<file path="src/twodo_pkg.sv">
`default_nettype none

package twodo_pkg;

  // Angles in radians, Q8.24
  localparam int Q24_PI       = 52707179;
  localparam int Q24_TWO_PI   = 105414357;
  localparam int Q24_HALF_PI  = 26353589;
  localparam int Q24_CORDIC_K = 10188014;

  // Operand and result widths of the shared units
  localparam int MUL_A_W = 40;
  localparam int MUL_B_W = 32;
  localparam int PROD_W  = 64;
  localparam int DIV_N_W = 58;
  localparam int DIV_D_W = 33;
  localparam int DIV_Q_W = DIV_N_W + 1;
  localparam int ANG_W   = 33;
  localparam int CRD_W   = 28;
  localparam int SAT_W   = 66;

  // Angle reduction: subtract 2*pi << k for k = RED_STEPS-1 down to 0
  localparam int RED_STEPS = 6;

  // Configuration register indexes
  localparam int CFG_IDX_W = 3;
  localparam logic [CFG_IDX_W-1:0] CFG_DIST_PER_COUNT = 3'd0;
  localparam logic [CFG_IDX_W-1:0] CFG_LEFT_OFFSET    = 3'd1;
  localparam logic [CFG_IDX_W-1:0] CFG_RIGHT_OFFSET   = 3'd2;
  localparam logic [CFG_IDX_W-1:0] CFG_STRAFE_OFFSET  = 3'd3;
  localparam logic [CFG_IDX_W-1:0] CFG_HEADING_SOURCE = 3'd4;

  // Clamp a signed value to w bits (result still SAT_W wide)
  function automatic logic signed [SAT_W-1:0] sat_to(input logic signed [SAT_W-1:0] v,
                                                      input int unsigned w);
    logic signed [SAT_W-1:0] hi;
    logic signed [SAT_W-1:0] lo;
    hi = (SAT_W'(1) <<< (w - 1)) - SAT_W'(1);
    lo = -hi - SAT_W'(1);
    if (v > hi) begin
      return hi;
    end else if (v < lo) begin
      return lo;
    end
    return v;
  endfunction

  // CORDIC arctangent of 2^-i, Q8.24
  function automatic logic signed [CRD_W-1:0] atan_step(input logic [4:0] i);
    logic signed [CRD_W-1:0] r;
    case (i)
      5'd0: r = 28'sd13176795;
      5'd1: r = 28'sd7778716;
      5'd2: r = 28'sd4110060;
      5'd3: r = 28'sd2086331;
      5'd4: r = 28'sd1047214;
      5'd5: r = 28'sd524117;
      5'd6: r = 28'sd262123;
      5'd7: r = 28'sd131069;
      5'd8: r = 28'sd65536;
      default: begin
        if (i <= 5'd24) begin
          r = CRD_W'(1) <<< (5'd24 - i);
        end else begin
          r = '0;
        end
      end
    endcase
    return r;
  endfunction

endpackage

`default_nettype wire

</file>
<file path="src/twodo_mul.sv">
`default_nettype none

module twodo_mul (
  input  wire                                   clk_i,
  input  wire                                   rst_ni,
  input  wire                                   start_i,
  input  wire logic signed [twodo_pkg::MUL_A_W-1:0] a_i,
  input  wire logic signed [twodo_pkg::MUL_B_W-1:0] b_i,
  output logic                                  done_o,
  output logic signed [twodo_pkg::PROD_W-1:0]   prod_o
);
  import twodo_pkg::*;

  localparam int CW = $clog2(MUL_B_W);

  logic                       busy_q, busy_d;
  logic                       done_q, done_d;
  logic [CW-1:0]              cnt_q, cnt_d;
  logic signed [PROD_W-1:0]   a_q, a_d;
  logic [MUL_B_W-1:0]         b_q, b_d;
  logic signed [PROD_W-1:0]   acc_q, acc_d;

  // One multiplier bit per cycle; the top bit of b weighs negative.
  // Partial sums may wrap; the final product is exact mod 2^PROD_W.
  always_comb begin
    busy_d = busy_q;
    done_d = 1'b0;
    cnt_d  = cnt_q;
    a_d    = a_q;
    b_d    = b_q;
    acc_d  = acc_q;
    if (start_i) begin
      busy_d = 1'b1;
      cnt_d  = '0;
      a_d    = PROD_W'(a_i);
      b_d    = b_i;
      acc_d  = '0;
    end else if (busy_q) begin
      if (b_q[0]) begin
        acc_d = (cnt_q == CW'(MUL_B_W - 1)) ? acc_q - a_q : acc_q + a_q;
      end
      a_d   = a_q <<< 1;
      b_d   = b_q >> 1;
      cnt_d = cnt_q + CW'(1);
      if (cnt_q == CW'(MUL_B_W - 1)) begin
        busy_d = 1'b0;
        done_d = 1'b1;
      end
    end
  end

  always_ff @(posedge clk_i or negedge rst_ni) begin
    if (!rst_ni) begin
      busy_q <= 1'b0;
      done_q <= 1'b0;
      cnt_q  <= '0;
    end else begin
      busy_q <= busy_d;
      done_q <= done_d;
      cnt_q  <= cnt_d;
    end
  end

  always_ff @(posedge clk_i) begin
    a_q   <= a_d;
    b_q   <= b_d;
    acc_q <= acc_d;
  end

  assign done_o = done_q;
  assign prod_o = acc_q;

endmodule

`default_nettype wire

</file>
<file path="src/twodo_div.sv">
`default_nettype none

module twodo_div (
  input  wire                                    clk_i,
  input  wire                                    rst_ni,
  input  wire                                    start_i,
  input  wire logic signed [twodo_pkg::DIV_N_W-1:0] num_i,
  input  wire logic signed [twodo_pkg::DIV_D_W-1:0] den_i,
  output logic                                   done_o,
  output logic signed [twodo_pkg::DIV_Q_W-1:0]   quo_o
);
  import twodo_pkg::*;

  localparam int CW = $clog2(DIV_N_W);

  logic                 busy_q, busy_d;
  logic                 done_q, done_d;
  logic                 neg_q, neg_d;
  logic [CW-1:0]        cnt_q, cnt_d;
  logic [DIV_N_W-1:0]   n_q, n_d;
  logic [DIV_D_W-1:0]   d_q, d_d;
  logic [DIV_D_W-1:0]   rem_q, rem_d;
  logic [DIV_D_W:0]     trial;
  logic                 qbit;

  // Restoring division on magnitudes; quotient bits shift into n_q.
  always_comb begin
    busy_d = busy_q;
    done_d = 1'b0;
    neg_d  = neg_q;
    cnt_d  = cnt_q;
    n_d    = n_q;
    d_d    = d_q;
    rem_d  = rem_q;
    trial  = {rem_q, n_q[DIV_N_W-1]};
    qbit   = trial >= {1'b0, d_q};
    if (start_i) begin
      busy_d = 1'b1;
      cnt_d  = '0;
      neg_d  = num_i[DIV_N_W-1] ^ den_i[DIV_D_W-1];
      n_d    = num_i[DIV_N_W-1] ? DIV_N_W'(-num_i) : DIV_N_W'(num_i);
      d_d    = den_i[DIV_D_W-1] ? DIV_D_W'(-den_i) : DIV_D_W'(den_i);
      rem_d  = '0;
    end else if (busy_q) begin
      rem_d = qbit ? DIV_D_W'(trial - {1'b0, d_q}) : DIV_D_W'(trial);
      n_d   = {n_q[DIV_N_W-2:0], qbit};
      cnt_d = cnt_q + CW'(1);
      if (cnt_q == CW'(DIV_N_W - 1)) begin
        busy_d = 1'b0;
        done_d = 1'b1;
      end
    end
  end

  always_ff @(posedge clk_i or negedge rst_ni) begin
    if (!rst_ni) begin
      busy_q <= 1'b0;
      done_q <= 1'b0;
      cnt_q  <= '0;
    end else begin
      busy_q <= busy_d;
      done_q <= done_d;
      cnt_q  <= cnt_d;
    end
  end

  always_ff @(posedge clk_i) begin
    neg_q <= neg_d;
    n_q   <= n_d;
    d_q   <= d_d;
    rem_q <= rem_d;
  end

  assign done_o = done_q;
  assign quo_o  = neg_q ? -$signed({1'b0, n_q}) : $signed({1'b0, n_q});

endmodule

`default_nettype wire

</file>
<file path="src/twodo_cordic.sv">
`default_nettype none

module twodo_cordic #(
  parameter int CORDIC_STEPS = 24
) (
  input  wire                                  clk_i,
  input  wire                                  rst_ni,
  input  wire                                  start_i,
  input  wire logic signed [twodo_pkg::ANG_W-1:0] ang_i,
  output logic                                 done_o,
  output logic signed [twodo_pkg::CRD_W-1:0]   sin_o,
  output logic signed [twodo_pkg::CRD_W-1:0]   cos_o
);
  import twodo_pkg::*;

  localparam int IW = $clog2(CORDIC_STEPS);
  localparam int RW = $clog2(RED_STEPS);

  localparam logic [1:0] P_IDLE = 2'd0;
  localparam logic [1:0] P_RED  = 2'd1;
  localparam logic [1:0] P_FOLD = 2'd2;
  localparam logic [1:0] P_ROT  = 2'd3;

  logic [1:0]              ph_q, ph_d;
  logic                    done_q, done_d;
  logic [RW-1:0]           rcnt_q, rcnt_d;
  logic [IW-1:0]           icnt_q, icnt_d;
  logic                    neg_q, neg_d;
  logic                    flip_q, flip_d;
  logic [ANG_W-1:0]        m_q, m_d;
  logic signed [CRD_W-1:0] x_q, x_d;
  logic signed [CRD_W-1:0] y_q, y_d;
  logic signed [CRD_W-1:0] a_q, a_d;
  logic [ANG_W-1:0]        sub_v;
  logic signed [CRD_W-1:0] av;
  logic signed [CRD_W-1:0] xs;
  logic signed [CRD_W-1:0] ys;
  logic signed [CRD_W-1:0] at;

  always_comb begin
    ph_d   = ph_q;
    done_d = 1'b0;
    rcnt_d = rcnt_q;
    icnt_d = icnt_q;
    neg_d  = neg_q;
    flip_d = flip_q;
    m_d    = m_q;
    x_d    = x_q;
    y_d    = y_q;
    a_d    = a_q;
    sub_v  = ANG_W'(Q24_TWO_PI) << rcnt_q;
    av     = neg_q ? -CRD_W'(m_q) : CRD_W'(m_q);
    xs     = x_q >>> icnt_q;
    ys     = y_q >>> icnt_q;
    at     = atan_step(5'(icnt_q));
    case (ph_q)
      P_IDLE: begin
        if (start_i) begin
          neg_d  = ang_i[ANG_W-1];
          m_d    = ang_i[ANG_W-1] ? ANG_W'(-ang_i) : ANG_W'(ang_i);
          rcnt_d = RW'(RED_STEPS - 1);
          ph_d   = P_RED;
        end
      end
      P_RED: begin
        // remainder keeps the sign of the angle
        if (m_q >= sub_v) begin
          m_d = m_q - sub_v;
        end
        if (rcnt_q == '0) begin
          ph_d = P_FOLD;
        end else begin
          rcnt_d = rcnt_q - RW'(1);
        end
      end
      P_FOLD: begin
        if (av > CRD_W'(Q24_PI)) begin
          av = av - CRD_W'(Q24_TWO_PI);
        end
        if (av < -CRD_W'(Q24_PI)) begin
          av = av + CRD_W'(Q24_TWO_PI);
        end
        flip_d = 1'b0;
        if (av > CRD_W'(Q24_HALF_PI)) begin
          av     = av - CRD_W'(Q24_PI);
          flip_d = 1'b1;
        end else if (av < -CRD_W'(Q24_HALF_PI)) begin
          av     = av + CRD_W'(Q24_PI);
          flip_d = 1'b1;
        end
        a_d    = av;
        x_d    = CRD_W'(Q24_CORDIC_K);
        y_d    = '0;
        icnt_d = '0;
        ph_d   = P_ROT;
      end
      P_ROT: begin
        if (a_q >= 0) begin
          x_d = x_q - ys;
          y_d = y_q + xs;
          a_d = a_q - at;
        end else begin
          x_d = x_q + ys;
          y_d = y_q - xs;
          a_d = a_q + at;
        end
        icnt_d = icnt_q + IW'(1);
        if (icnt_q == IW'(CORDIC_STEPS - 1)) begin
          ph_d   = P_IDLE;
          done_d = 1'b1;
        end
      end
      default: ph_d = P_IDLE;
    endcase
  end

  always_ff @(posedge clk_i or negedge rst_ni) begin
    if (!rst_ni) begin
      ph_q   <= P_IDLE;
      done_q <= 1'b0;
      rcnt_q <= '0;
      icnt_q <= '0;
    end else begin
      ph_q   <= ph_d;
      done_q <= done_d;
      rcnt_q <= rcnt_d;
      icnt_q <= icnt_d;
    end
  end

  always_ff @(posedge clk_i) begin
    neg_q  <= neg_d;
    flip_q <= flip_d;
    m_q    <= m_d;
    x_q    <= x_d;
    y_q    <= y_d;
    a_q    <= a_d;
  end

  assign done_o = done_q;
  assign sin_o  = flip_q ? -y_q : y_q;
  assign cos_o  = flip_q ? -x_q : x_q;

endmodule

`default_nettype wire

</file>
<file path="src/tracking_wheel_odometry.sv">
`default_nettype none

// Three-wheel arc odometry. Each sample transaction carries absolute left,
// right and strafe encoder counts and an external heading; tuser bit 0 set
// instead clears the pose. The block handles one sample at a time and holds
// s_axis_tready low while it works. Multiplies, divides and rotations run
// through three small iterative units under one sequencer: a bit-serial
// 40x32 multiplier, a restoring divider and a CORDIC. A sample on a straight
// path takes about 7 products, at most one quotient and one CORDIC run; a
// sample on an arc adds a CORDIC run, two quotients and two products. A
// pose-clear command skips the arithmetic and goes from idle straight to
// the output step. The result sits in an output register, so the next
// sample may enter while it waits. Configuration writes are always accepted
// and must only be issued while the block is idle.

module tracking_wheel_odometry #(
  parameter int CORDIC_STEPS   = 24,
  parameter int STRAIGHT_LIMIT = 17
) (
  input  wire          clk_i,
  input  wire          rst_ni,
  input  wire          s_axis_tvalid,
  output logic         s_axis_tready,
  // left_count, right_count, strafe_count, ext_heading
  input  wire  [127:0] s_axis_tdata,
  // command
  input  wire  [0:0]   s_axis_tuser,
  output logic         m_axis_tvalid,
  input  wire          m_axis_tready,
  // pos_x, pos_y, heading_out
  output logic [111:0] m_axis_tdata,
  input  wire          cfg_valid_i,
  output logic         cfg_ready_o,
  input  wire  [twodo_pkg::CFG_IDX_W-1:0] cfg_index_i,
  input  wire  [23:0]  cfg_data_i
);
  import twodo_pkg::*;

  localparam logic [3:0] S_IDLE = 4'd0;
  localparam logic [3:0] S_DL   = 4'd1;
  localparam logic [3:0] S_DR   = 4'd2;
  localparam logic [3:0] S_DS   = 4'd3;
  localparam logic [3:0] S_HD   = 4'd4;
  localparam logic [3:0] S_SH   = 4'd5;
  localparam logic [3:0] S_LXD  = 4'd6;
  localparam logic [3:0] S_LXM  = 4'd7;
  localparam logic [3:0] S_LYD  = 4'd8;
  localparam logic [3:0] S_LYM  = 4'd9;
  localparam logic [3:0] S_AV   = 4'd10;
  localparam logic [3:0] S_X1   = 4'd11;
  localparam logic [3:0] S_X2   = 4'd12;
  localparam logic [3:0] S_Y1   = 4'd13;
  localparam logic [3:0] S_Y2   = 4'd14;
  localparam logic [3:0] S_DONE = 4'd15;

  localparam logic signed [31:0] LIM = 32'(STRAIGHT_LIMIT);

  logic [3:0]               state_q, state_d;
  logic                     go_q, go_d;
  logic                     out_valid_q, out_valid_d;
  logic [23:0]              dpc_q, dpc_d;
  logic [23:0]              lo_q, lo_d;
  logic [23:0]              ro_q, ro_d;
  logic [23:0]              so_q, so_d;
  logic                     hsrc_q, hsrc_d;
  logic [31:0]              prev_l_q, prev_l_d;
  logic [31:0]              prev_r_q, prev_r_d;
  logic [31:0]              prev_s_q, prev_s_d;
  logic signed [31:0]       head_q, head_d;
  logic signed [39:0]       x_acc_q, x_acc_d;
  logic signed [39:0]       y_acc_q, y_acc_d;

  logic signed [31:0]       l_q, l_d;
  logic signed [31:0]       r_q, r_d;
  logic signed [31:0]       s_q, s_d;
  logic signed [31:0]       ext_q, ext_d;
  logic signed [31:0]       hprev_q, hprev_d;
  logic signed [31:0]       dh_q, dh_d;
  logic signed [37:0]       rad_q, rad_d;
  logic signed [37:0]       lx_q, lx_d;
  logic signed [37:0]       ly_q, ly_d;
  logic signed [CRD_W-1:0]  sh_q, sh_d;
  logic signed [CRD_W-1:0]  sn_q, sn_d;
  logic signed [CRD_W-1:0]  c_q, c_d;
  logic signed [PROD_W-1:0] t_q, t_d;
  logic signed [39:0]       out_x_q, out_x_d;
  logic signed [39:0]       out_y_q, out_y_d;
  logic signed [31:0]       out_h_q, out_h_d;

  logic                      mul_start, mul_done;
  logic signed [MUL_A_W-1:0] mul_a;
  logic signed [MUL_B_W-1:0] mul_b;
  logic signed [PROD_W-1:0]  mul_prod;
  logic                      div_start, div_done;
  logic signed [DIV_N_W-1:0] div_num;
  logic signed [DIV_D_W-1:0] div_den;
  logic signed [DIV_Q_W-1:0] div_quo;
  logic                      crd_start, crd_done;
  logic signed [ANG_W-1:0]   crd_ang;
  logic signed [CRD_W-1:0]   crd_sin, crd_cos;

  logic [24:0]               track;
  logic signed [32:0]        dlr;
  logic                      div_needed;
  logic                      in_acc;

  assign track      = {1'b0, lo_q} + {1'b0, ro_q};
  assign dlr        = 33'(l_q) - 33'(r_q);
  assign div_needed = !hsrc_q && (track != '0);
  assign in_acc     = s_axis_tvalid && s_axis_tready;

  // Unit launch: one start pulse on entry to an operation state
  always_comb begin
    mul_start = 1'b0;
    div_start = 1'b0;
    crd_start = 1'b0;
    if (!go_q) begin
      case (state_q)
        S_DL, S_DR, S_DS, S_LXM, S_LYM, S_X1, S_X2, S_Y1, S_Y2: mul_start = 1'b1;
        S_LXD, S_LYD: div_start = 1'b1;
        S_HD:         div_start = div_needed;
        S_SH, S_AV:   crd_start = 1'b1;
        default: ;
      endcase
    end
  end

  always_comb begin
    mul_a = $signed({16'd0, dpc_q});
    mul_b = l_q;
    case (state_q)
      S_DR:         mul_b = r_q;
      S_DS:         mul_b = s_q;
      S_LXM, S_LYM: begin
        mul_a = MUL_A_W'(rad_q);
        mul_b = MUL_B_W'(sh_q);
      end
      S_X1: begin
        mul_a = MUL_A_W'(lx_q);
        mul_b = MUL_B_W'(c_q);
      end
      S_X2: begin
        mul_a = MUL_A_W'(ly_q);
        mul_b = MUL_B_W'(sn_q);
      end
      S_Y1: begin
        mul_a = MUL_A_W'(ly_q);
        mul_b = MUL_B_W'(c_q);
      end
      S_Y2: begin
        mul_a = MUL_A_W'(lx_q);
        mul_b = MUL_B_W'(sn_q);
      end
      default: ;
    endcase
  end

  always_comb begin
    div_num = DIV_N_W'($signed({dlr, 24'd0}));
    div_den = $signed({8'd0, track});
    case (state_q)
      S_LXD: begin
        div_num = DIV_N_W'($signed({s_q, 24'd0}));
        div_den = DIV_D_W'(dh_q);
      end
      S_LYD: begin
        div_num = DIV_N_W'($signed({r_q, 24'd0}));
        div_den = DIV_D_W'(dh_q);
      end
      default: ;
    endcase
  end

  assign crd_ang = (state_q == S_AV) ? ANG_W'(hprev_q) + ANG_W'(dh_q >>> 1)
                                     : ANG_W'(dh_q >>> 1);

  twodo_mul u_mul (
    .clk_i   (clk_i),
    .rst_ni  (rst_ni),
    .start_i (mul_start),
    .a_i     (mul_a),
    .b_i     (mul_b),
    .done_o  (mul_done),
    .prod_o  (mul_prod)
  );

  twodo_div u_div (
    .clk_i   (clk_i),
    .rst_ni  (rst_ni),
    .start_i (div_start),
    .num_i   (div_num),
    .den_i   (div_den),
    .done_o  (div_done),
    .quo_o   (div_quo)
  );

  twodo_cordic #(
    .CORDIC_STEPS (CORDIC_STEPS)
  ) u_cordic (
    .clk_i   (clk_i),
    .rst_ni  (rst_ni),
    .start_i (crd_start),
    .ang_i   (crd_ang),
    .done_o  (crd_done),
    .sin_o   (crd_sin),
    .cos_o   (crd_cos)
  );

  always_comb begin
    logic signed [31:0]      dh_v;
    logic                    fin_v;
    logic signed [SAT_W-1:0] sum_v;
    state_d     = state_q;
    go_d        = go_q;
    out_valid_d = out_valid_q;
    dpc_d       = dpc_q;
    lo_d        = lo_q;
    ro_d        = ro_q;
    so_d        = so_q;
    hsrc_d      = hsrc_q;
    prev_l_d    = prev_l_q;
    prev_r_d    = prev_r_q;
    prev_s_d    = prev_s_q;
    head_d      = head_q;
    x_acc_d     = x_acc_q;
    y_acc_d     = y_acc_q;
    l_d         = l_q;
    r_d         = r_q;
    s_d         = s_q;
    ext_d       = ext_q;
    hprev_d     = hprev_q;
    dh_d        = dh_q;
    rad_d       = rad_q;
    lx_d        = lx_q;
    ly_d        = ly_q;
    sh_d        = sh_q;
    sn_d        = sn_q;
    c_d         = c_q;
    t_d         = t_q;
    out_x_d     = out_x_q;
    out_y_d     = out_y_q;
    out_h_d     = out_h_q;
    dh_v        = '0;
    fin_v       = 1'b0;
    sum_v       = '0;

    if (mul_start || div_start || crd_start) begin
      go_d = 1'b1;
    end else if (mul_done || div_done || crd_done) begin
      go_d = 1'b0;
    end

    if (out_valid_q && m_axis_tready) begin
      out_valid_d = 1'b0;
    end

    if (cfg_valid_i) begin
      case (cfg_index_i)
        CFG_DIST_PER_COUNT: dpc_d  = cfg_data_i;
        CFG_LEFT_OFFSET:    lo_d   = cfg_data_i;
        CFG_RIGHT_OFFSET:   ro_d   = cfg_data_i;
        CFG_STRAFE_OFFSET:  so_d   = cfg_data_i;
        CFG_HEADING_SOURCE: hsrc_d = cfg_data_i[0];
        default: ;
      endcase
    end

    case (state_q)
      S_IDLE: begin
        if (in_acc) begin
          if (s_axis_tuser[0]) begin
            x_acc_d = '0;
            y_acc_d = '0;
            head_d  = '0;
            state_d = S_DONE;
          end else begin
            // count deltas wrap at 32 bits
            l_d      = s_axis_tdata[31:0] - prev_l_q;
            r_d      = s_axis_tdata[63:32] - prev_r_q;
            s_d      = s_axis_tdata[95:64] - prev_s_q;
            prev_l_d = s_axis_tdata[31:0];
            prev_r_d = s_axis_tdata[63:32];
            prev_s_d = s_axis_tdata[95:64];
            ext_d    = s_axis_tdata[127:96];
            hprev_d  = head_q;
            state_d  = S_DL;
          end
        end
      end
      S_DL: begin
        if (mul_done) begin
          l_d     = 32'(sat_to(SAT_W'(mul_prod >>> 8), 32));
          state_d = S_DR;
        end
      end
      S_DR: begin
        if (mul_done) begin
          r_d     = 32'(sat_to(SAT_W'(mul_prod >>> 8), 32));
          state_d = S_DS;
        end
      end
      S_DS: begin
        if (mul_done) begin
          s_d     = 32'(sat_to(SAT_W'(mul_prod >>> 8), 32));
          state_d = S_HD;
        end
      end
      S_HD: begin
        if (hsrc_q) begin
          dh_v   = 32'(sat_to(SAT_W'(ext_q) - SAT_W'(hprev_q), 32));
          head_d = ext_q;
          fin_v  = 1'b1;
        end else if (!div_needed) begin
          dh_v   = '0;
          head_d = hprev_q;
          fin_v  = 1'b1;
        end else if (div_done) begin
          dh_v   = 32'(sat_to(SAT_W'(div_quo), 32));
          head_d = 32'(sat_to(SAT_W'(hprev_q) + SAT_W'(dh_v), 32));
          fin_v  = 1'b1;
        end
        if (fin_v) begin
          dh_d = dh_v;
          if (dh_v <= LIM && dh_v >= -LIM) begin
            lx_d    = 38'(s_q);
            ly_d    = 38'(r_q);
            state_d = S_AV;
          end else begin
            state_d = S_SH;
          end
        end
      end
      S_SH: begin
        if (crd_done) begin
          sh_d    = crd_sin;
          state_d = S_LXD;
        end
      end
      S_LXD: begin
        if (div_done) begin
          rad_d   = 38'(sat_to(SAT_W'(div_quo) + SAT_W'($signed({1'b0, so_q})), 38));
          state_d = S_LXM;
        end
      end
      S_LXM: begin
        if (mul_done) begin
          lx_d    = 38'(sat_to(SAT_W'(mul_prod >>> 23), 38));
          state_d = S_LYD;
        end
      end
      S_LYD: begin
        if (div_done) begin
          rad_d   = 38'(sat_to(SAT_W'(div_quo) + SAT_W'($signed({1'b0, ro_q})), 38));
          state_d = S_LYM;
        end
      end
      S_LYM: begin
        if (mul_done) begin
          ly_d    = 38'(sat_to(SAT_W'(mul_prod >>> 23), 38));
          state_d = S_AV;
        end
      end
      S_AV: begin
        if (crd_done) begin
          sn_d    = crd_sin;
          c_d     = crd_cos;
          state_d = S_X1;
        end
      end
      S_X1: begin
        if (mul_done) begin
          t_d     = mul_prod;
          state_d = S_X2;
        end
      end
      S_X2: begin
        if (mul_done) begin
          sum_v   = SAT_W'(t_q) + SAT_W'(mul_prod);
          x_acc_d = 40'(sat_to(SAT_W'(x_acc_q) + (sum_v >>> 24), 40));
          state_d = S_Y1;
        end
      end
      S_Y1: begin
        if (mul_done) begin
          t_d     = mul_prod;
          state_d = S_Y2;
        end
      end
      S_Y2: begin
        if (mul_done) begin
          sum_v   = SAT_W'(t_q) - SAT_W'(mul_prod);
          y_acc_d = 40'(sat_to(SAT_W'(y_acc_q) + (sum_v >>> 24), 40));
          state_d = S_DONE;
        end
      end
      S_DONE: begin
        // hold until the output register is free
        if (!out_valid_q || m_axis_tready) begin
          out_x_d     = x_acc_q;
          out_y_d     = y_acc_q;
          out_h_d     = head_q;
          out_valid_d = 1'b1;
          state_d     = S_IDLE;
        end
      end
      default: state_d = S_IDLE;
    endcase
  end

  always_ff @(posedge clk_i or negedge rst_ni) begin
    if (!rst_ni) begin
      state_q     <= S_IDLE;
      go_q        <= 1'b0;
      out_valid_q <= 1'b0;
      dpc_q       <= 24'd402000;
      lo_q        <= 24'd458752;
      ro_q        <= 24'd458752;
      so_q        <= 24'd327680;
      hsrc_q      <= 1'b0;
      prev_l_q    <= '0;
      prev_r_q    <= '0;
      prev_s_q    <= '0;
      head_q      <= '0;
      x_acc_q     <= '0;
      y_acc_q     <= '0;
    end else begin
      state_q     <= state_d;
      go_q        <= go_d;
      out_valid_q <= out_valid_d;
      dpc_q       <= dpc_d;
      lo_q        <= lo_d;
      ro_q        <= ro_d;
      so_q        <= so_d;
      hsrc_q      <= hsrc_d;
      prev_l_q    <= prev_l_d;
      prev_r_q    <= prev_r_d;
      prev_s_q    <= prev_s_d;
      head_q      <= head_d;
      x_acc_q     <= x_acc_d;
      y_acc_q     <= y_acc_d;
    end
  end

  always_ff @(posedge clk_i) begin
    l_q     <= l_d;
    r_q     <= r_d;
    s_q     <= s_d;
    ext_q   <= ext_d;
    hprev_q <= hprev_d;
    dh_q    <= dh_d;
    rad_q   <= rad_d;
    lx_q    <= lx_d;
    ly_q    <= ly_d;
    sh_q    <= sh_d;
    sn_q    <= sn_d;
    c_q     <= c_d;
    t_q     <= t_d;
    out_x_q <= out_x_d;
    out_y_q <= out_y_d;
    out_h_q <= out_h_d;
  end

  assign s_axis_tready = (state_q == S_IDLE);
  assign m_axis_tvalid = out_valid_q;
  assign m_axis_tdata  = {out_h_q, out_y_q, out_x_q};
  assign cfg_ready_o   = 1'b1;

  assert property (@(posedge clk_i) disable iff (!rst_ni)
    mul_done |-> (state_q == S_DL || state_q == S_DR || state_q == S_DS ||
                  state_q == S_LXM || state_q == S_LYM || state_q == S_X1 ||
                  state_q == S_X2 || state_q == S_Y1 || state_q == S_Y2))
    else $error("multiplier finished outside a multiply step");

  assert property (@(posedge clk_i) disable iff (!rst_ni)
    div_done |-> (state_q == S_HD || state_q == S_LXD || state_q == S_LYD))
    else $error("divider finished outside a divide step");

  assert property (@(posedge clk_i) disable iff (!rst_ni)
    crd_done |-> (state_q == S_SH || state_q == S_AV))
    else $error("CORDIC finished outside a rotation step");

  assert property (@(posedge clk_i) disable iff (!rst_ni)
    (in_acc && s_axis_tuser[0]) |=>
      (x_acc_q == '0 && y_acc_q == '0 && head_q == '0 && state_q == S_DONE))
    else $error("pose clear did not zero the accumulators");

endmodule

`default_nettype wire

</file>
<file path="config.mk">
export PLATFORM = sky130hd
export DESIGN_NAME = tracking_wheel_odometry
export DESIGN_NICKNAME = d
export VERILOG_FILES = /design/src/twodo_pkg.sv /design/src/twodo_mul.sv /design/src/twodo_div.sv /design/src/twodo_cordic.sv /design/src/tracking_wheel_odometry.sv
export SDC_FILE = /design/constraint.sdc
export NUM_CORES = 2
export LEC_CHECK = 0
export ABC_AREA = 1
export BUFFER_PORTS_ARGS = -buffer_cell sky130_fd_sc_hd__clkbuf_2
export CAP_MARGIN = 5
export CORE_MARGIN = 3
export CORE_UTILIZATION = 59
export CTS_BUF_LIST = sky130_fd_sc_hd__clkbuf_4 sky130_fd_sc_hd__clkbuf_8 sky130_fd_sc_hd__clkbuf_16
export DETAILED_ROUTE_END_ITERATION = 10
export PLACE_DENSITY = 0.76
export SYNTH_ARGS = -nofsm -noshare
export SYNTH_HDL_FRONTEND = slang
export SYNTH_SLANG_ARGS = --single-unit
</file>
<file path="constraint.sdc">
create_clock -name clk_i -period 13.6 [get_ports clk_i]
set_input_delay 2.72 -clock clk_i [delete_from_list [all_inputs] [get_ports clk_i]]
set_output_delay 2.72 -clock clk_i [all_outputs]
set_load 0.01 [all_outputs]
</file>
# Word level (Yosys, flattened, before mapping)
# Index checks and enable logic that the tools add are counted.
# totals
ff_bits	1307
output_inout_bits	115
# classes
n_addsub	40
magnitude_cmp	28
eq_ne	58
shift	4
muxes	214
bitwise	2
n_reduce_logical	65
# op_table
op	n
two-way mux 32 bit	39
two-way mux 38 bit	18
two-way mux 40 bit	10
two-way mux 28 bit	13
one-hot mux 32 bit (2 select lines)	4
one-hot mux 28 bit (9 select lines)	1
one-hot mux 38 bit (2 select lines)	3
two-way mux 33 bit	6
two-way mux 64 bit	3
two-way mux 58 bit	3
one-hot mux 28 bit (2 select lines)	3
one-hot mux 32 bit (5 select lines)	1
one-hot mux 40 bit (2 select lines)	2
adder 59 x 25 -> 60 bit	2
greater-than comparator 60 x 38 -> 1 bit, second input constant	2
< comparator 60 x 38 -> 1 bit, second input constant	2
one-hot mux 40 bit (3 select lines)	1
one-hot mux 58 bit (2 select lines)	1
subtractor 32 bit	3
adder 28 bit	3
adder 40 x 41 -> 42 bit	2
greater-than comparator 42 x 40 -> 1 bit, second input constant	2
< comparator 42 x 40 -> 1 bit, second input constant	2
negator 28 bit	3
90 further kinds	282

# Logic depth before layout (Yosys ltp)
# depth
word_depth	27
ltp_mapped	52
depth_no_buf	50

# Cells and area by module
# Synthesis repeated with hierarchy kept, for this count alone.
# unflattened
hier_cells	17664
area_unflattened_um2	118986.6
# by_module_without_submodules
mod	n_inst	cells_each	area_each_um2
tracking_wheel_odometry	1	8921	67093.1
twodo_cordic	1	4257	24444.7
twodo_mul	1	2415	14537.7
twodo_div	1	2071	12911.1

# Least setup slack after synthesis
# OpenSTA, ideal clock, no wires.
# synth_timing
kind	input-to-reg
start	input m_axis_tready
end	register out_h_q[0] (enable)
setup_time_ps	584
arrival_time_ps	7406
path_slack_ps	5610
cell_stages	2
path_cell_list	nor2_1 -> nor2_1
# synth_via
elab_chain_len	2
# synth_lines
item	line_no	source
start, declared	tracking_wheel_odometry.sv:29	input wire m_axis_tready,
logical OR 1 bit	tracking_wheel_odometry.sv:398	if (!out_valid_q || m_axis_tready) begin
AND reduction 2 bit (no line)	--	
end signal, assigned	tracking_wheel_odometry.sv:460	out_h_q <= out_h_d;
end, declared	tracking_wheel_odometry.sv:88	logic signed [31:0] out_h_q, out_h_d;
# Every way passes these cells.
# A chain may end at the register's enable or synchronous reset.

# Worst setup path in the final report
# layout_timing
start	register u_div.n_q[0]
end	register head_q[26]
# layout_via
elab_chain_len	27
elab_cells_between_ends	31
# layout_lines
item	line_no	source
start, declared	twodo_div.sv:20	logic [DIV_N_W-1:0] n_q, n_d;
start signal, assigned	twodo_div.sv:69	n_q <= n_d;
negator 58 -> 59 bit	twodo_div.sv:75	assign quo_o = neg_q ? -$signed({1'b0, n_q}) : $signed({1'b0, n_q});
two-way mux 59 bit (*)	twodo_div.sv:75	
< comparator 59 x 32 -> 1 bit	twodo_pkg.sv:42	end else if (v < lo) begin
two-way mux 1 bit	twodo_pkg.sv:42	
two-way mux 1 bit	twodo_pkg.sv:40	if (v > hi) begin
two-way mux 1 bit	tracking_wheel_odometry.sv:317	end else if (div_done) begin
two-way mux 1 bit	tracking_wheel_odometry.sv:313	end else if (!div_needed) begin
two-way mux 1 bit	tracking_wheel_odometry.sv:309	if (hsrc_q) begin
(+11 left out)	--	
two-way mux 1 bit	tracking_wheel_odometry.sv:313	
two-way mux 1 bit	tracking_wheel_odometry.sv:309	
two-way mux 1 bit	tracking_wheel_odometry.sv:268	case (state_q)
two-way mux 32 bit (*)	twodo_pkg.sv:45	return v;
two-way mux 32 bit (*)	tracking_wheel_odometry.sv:317	
two-way mux 32 bit (*)	tracking_wheel_odometry.sv:313	
two-way mux 32 bit (*)	tracking_wheel_odometry.sv:309	
one-hot mux 32 bit (2 select lines) (*)	tracking_wheel_odometry.sv:268	
end signal, assigned	tracking_wheel_odometry.sv:423	head_q <= '0;
end signal, assigned	tracking_wheel_odometry.sv:438	head_q <= head_d;
end, declared	tracking_wheel_odometry.sv:69	logic signed [31:0] head_q, head_d;
# Every way passes the cells marked *; elsewhere a longest branch is shown, timed or not. The select of a mux whose other input is x is not followed.

==> results.sh <==
export IMPL_tns_ns=0
export IMPL_syn_inst=14426
export IMPL_ant_nets=0
export IMPL_grt_busiest_layer="met2"
export IMPL_antenna_found_initial=15
export IMPL_area_growth_pct=8.330
export IMPL_start_util_pct=59.69
export IMPL_cts_root_buf="clkbuf_16"
export IMPL_powerDensity_mw_per_mm2=114.1
export IMPL_tightestPinTransition_ns=1.530
export IMPL_max_slew_margin_pct=-2.028
export IMPL_holdBufCountCts=0
export IMPL_end_kind="flop"
export IMPL_setup_violations=0
export IMPL_grtUsageTotal_pct=40.62
export IMPL_synth_area_per_cell_um2=7.335
export IMPL_slew_viol_final=7
export IMPL_slowest_stage="nand2_1"
export IMPL_cap_violations=3
export IMPL_r2r_start="u_div.n_q[0]"
export IMPL_io_buffers=274
export IMPL_grt_util_met1_pct=53.24
export IMPL_numCtsBuffers=150
export IMPL_switchingPower_mw=4.893
export IMPL_crit_top_cell="nand2_1"
export IMPL_synth_edff_count=873
export IMPL_worst_path_largest_cell_delay_ns=0.55
export IMPL_first_global_vias=98040
export IMPL_htreeDepth=4
export IMPL_vias=105236
export IMPL_place_hpwl_um=302100
export IMPL_layout_drive_gt1_share_pct=6.388
export IMPL_die_area_mm2=0.1845
export IMPL_drt_vias_per_instance=6.191
export IMPL_fin_crit_ns=9.610
export IMPL_rows=154
export IMPL_startpoint_type="flop"
export IMPL_max_vdd_ir_drop_mv=0.1136
export IMPL_grt_max_degree=133
export IMPL_leakagePower_nw=52.79
export IMPL_cts_sinks=1307
export IMPL_ioPinCount=276
export IMPL_clkTransAtPathRegs_ns=0.07
export IMPL_grt_ovfl_total=0
export IMPL_outcome="finished, violations left"
export IMPL_synth_nets=15353
export IMPL_die_w_um=429.5
export IMPL_hold_depth=0
export IMPL_grt_met2_usage_pct=61.93
export IMPL_ys_dominant_reg_cell="edfxtp_1"
export IMPL_hold_start="head_q[26]"
export IMPL_power_frac_comb_pct=32.2
export IMPL_routed_wl_um=388600
export IMPL_yosysWarnings=0
export IMPL_core_area_mm2=0.1773
export IMPL_drc=0
export IMPL_fin_util_pct=64.66
export IMPL_ys_async_sr_fraction_pct=25.78
export IMPL_place_congestion=1.070
export IMPL_grt_pass1_wl_um=583200
export IMPL_use_met3_pct=9.154
export IMPL_synth_seq_area_share_pct=34.60
export IMPL_hp_class="reg2reg"
export IMPL_critPathMaxFanout=31
export IMPL_violations="max-capacitance violations, max-slew violations"
export IMPL_synth_top_area_share_pct=24.77
export IMPL_path_class="reg2reg"
export IMPL_critical_path_required_ns=14.28
export IMPL_ys_ff_latch=1307
export IMPL_fillers=15417
export IMPL_min_period_over_period_pct=70.66
export IMPL_first_iter_violations=13920
export IMPL_rsz0062_at_grt="false"
export IMPL_finClkSkew_ns=0.06573
export IMPL_post_cts_setup_buffers=0
export IMPL_place_inst=16710
export IMPL_wl_per_cell_um=22.86
export IMPL_fmax_mhz=104.1
export IMPL_total_power_mw=13.08
export IMPL_dr_pass1_iters=10
export IMPL_worstPathArrival_ns=10.30
export IMPL_ys_types=75
export IMPL_final_nets=15451
export IMPL_clockBufferDepth=3
export IMPL_synth_top_area_cell="edfxtp_1"
export IMPL_finalNonFillerCells=16998
export IMPL_cts_tree="yes"
export IMPL_internal_power_mw=8.190
export IMPL_clkLatencyLatePin_ns=0.85
export IMPL_critPathLaunch="u_div.n_q[0]"
export IMPL_p_sw_share_pct=37.40
export IMPL_hold_viol=0
export IMPL_worstRegToRegCells=51
export IMPL_seqPwrFrac_pct=35.3
export IMPL_cts_resized_gates=0
export IMPL_synth_top_cells_by_area="edfxtp_1 (25%), nand2_1 (11%), ha_1 (8.8%)"
export IMPL_clkPwrFrac_pct=32.5
export IMPL_syn_area_mm2=0.1058
export IMPL_dieHeight_um=429.5
[cell families (layout without fill, tap and decap cells)]
kind of cell	count (synthesis)	after routing	synth area share [%]
AOI/OAI and AO/OA	3392	3392	17.72
adders and majority gates	766	766	9.185
other	2	8	0.007097
muxes	36	36	0.3405
and+or+nand+nor	5706	5706	22.39
xor gates and xnor gates	889	889	7.358
DFF	1307	1307	34.60
buffers and inverters	2328	2554	8.402
[registers in the layout (all words and copies together) (netlist names), 33 cells and up]
register      cells
x_acc_q          40
u_cordic.m_q     33
rad_q            38
u_div.d_q        33
ly_q             38
u_div.rem_q      33
t_q              64
u_div.n_q        58
lx_q             38
out_x_q          40
out_y_q          40
u_mul.a_q        64
u_mul.prod_o     64
y_acc_q          40
[layout make-up]
type                            instances  area, µm²  share of cell area, %
Clock inverter                         93       1055                 0.9201
Tap cell                             2340       2928                  2.554
Antenna cell                            6      15.01                0.01310
Inverter                             1870       7028                  6.131
Sequential cell                      1307      36610                  31.94
Multi-Input combinational cell      10791      60540                  52.81
Clock buffer                          187       4086                  3.565
Timing Repair Buffer                  404       2370                  2.067
[path summary, 6_finish.rpt]
kind / end / slack, ns
worst max-delay path: head_q[26] / 3.99
worst min-delay path: out_h_q[26] / 0.48
worst max register to register: head_q[26] / 3.99
worst min register to register: out_h_q[26] / 0.48
max in group asynchronous: prev_l_q[25] / 10.08
min in group asynchronous: x_acc_q[32] / 1.97
[cells in the mapped netlist, types with 10 or more instances]
cell type and number:
and2_1 12, a211oi_1 28, nand3_2 10, dfstp_2 14
buf_6 15, mux2i_1 36, a21boi_0 34, dfxtp_1 97
clkbuf_1 371, a221oi_1 35, o211ai_1 95, ha_1 748
nor3_1 217, nor4_1 70, a21oi_1 1340, a21oi_2 11
o22ai_1 57, dfrtp_1 323, nand2_1 3123, or2_2 76
clkinv_1 11, fa_1 18, a31oi_1 105, nand4_1 149
nor2_2 20, a22oi_1 27, a21o_1 18, xor2_1 675
inv_2 33, inv_1 1826, nand2_2 44, nor2_1 1336
buf_1 54, nand3_1 592, edfxtp_1 873, o21bai_1 55
o31ai_1 54, o21a_1 50, xnor2_1 214, o221ai_1 73
buf_2 11, o21ai_0 1319, nand3b_1 28, o21ai_1 36
[layout by cell type, fill, tap and decap left out, types with 54 or more instances in the layout]
cell type     n
nand2_1    3118
inv_1      1818
a21oi_1    1334
nor2_1     1319
o21ai_0    1318
edfxtp_1    873
ha_1        747
xor2_1      675
nand3_1     591
dfrtp_1     322
clkbuf_2    273
nor3_1      217
xnor2_1     214
clkbuf_16   151
nand4_1     149
buf_4       129
a31oi_1     105
dfxtp_1      97
o211ai_1     95
or2_2        76
o221ai_1     73
nor4_1       70
o22ai_1      57
o21bai_1     55
o31ai_1      54
[critical path, delay by kind of cell, from the launching register on]
family	cells	cell delay (ns)
DFF	1	0.45
xor gates and xnor gates	2	0.57
adders and majority gates	3	0.78
buffers and inverters	8	1.43
AOI/OAI and AO/OA	10	1.78
and+or+nand+nor	28	4.39
[metal layers]
metal	vias up	part of all wire, %
met5	-	0.0090
met4	6	6.8
met3	1245	11
met2	6144	43
met1	49153	39
li1	48688	-
[power by group through the flow]
stage                     Combinational [mW]  Sequential, mW  Clock, mW
after floorplan                         2.77            4.61          0
after global placement                  3.93            4.67          0
after CTS                               4.06            4.61       4.26
after detailed placement                4.03            4.69          0
after global routing                    4.59            4.63       4.42
final                                   4.21            4.62       4.26
[metrics by stage]
step	instance area (µm²)	hold slack (ns)	setup slack, ns
2_1_floorplan	105800	0.4300	5.610
3_5_place_dp	109500	0.4496	4.520
5_1_grt	114600	0.4880	3.240
4_1_cts	114600	0.4656	4.411
3_3_place_gp	109500	0.4461	4.749
6_report	114600	0.4778	3.990
Power figures use the tool's default switching activity.
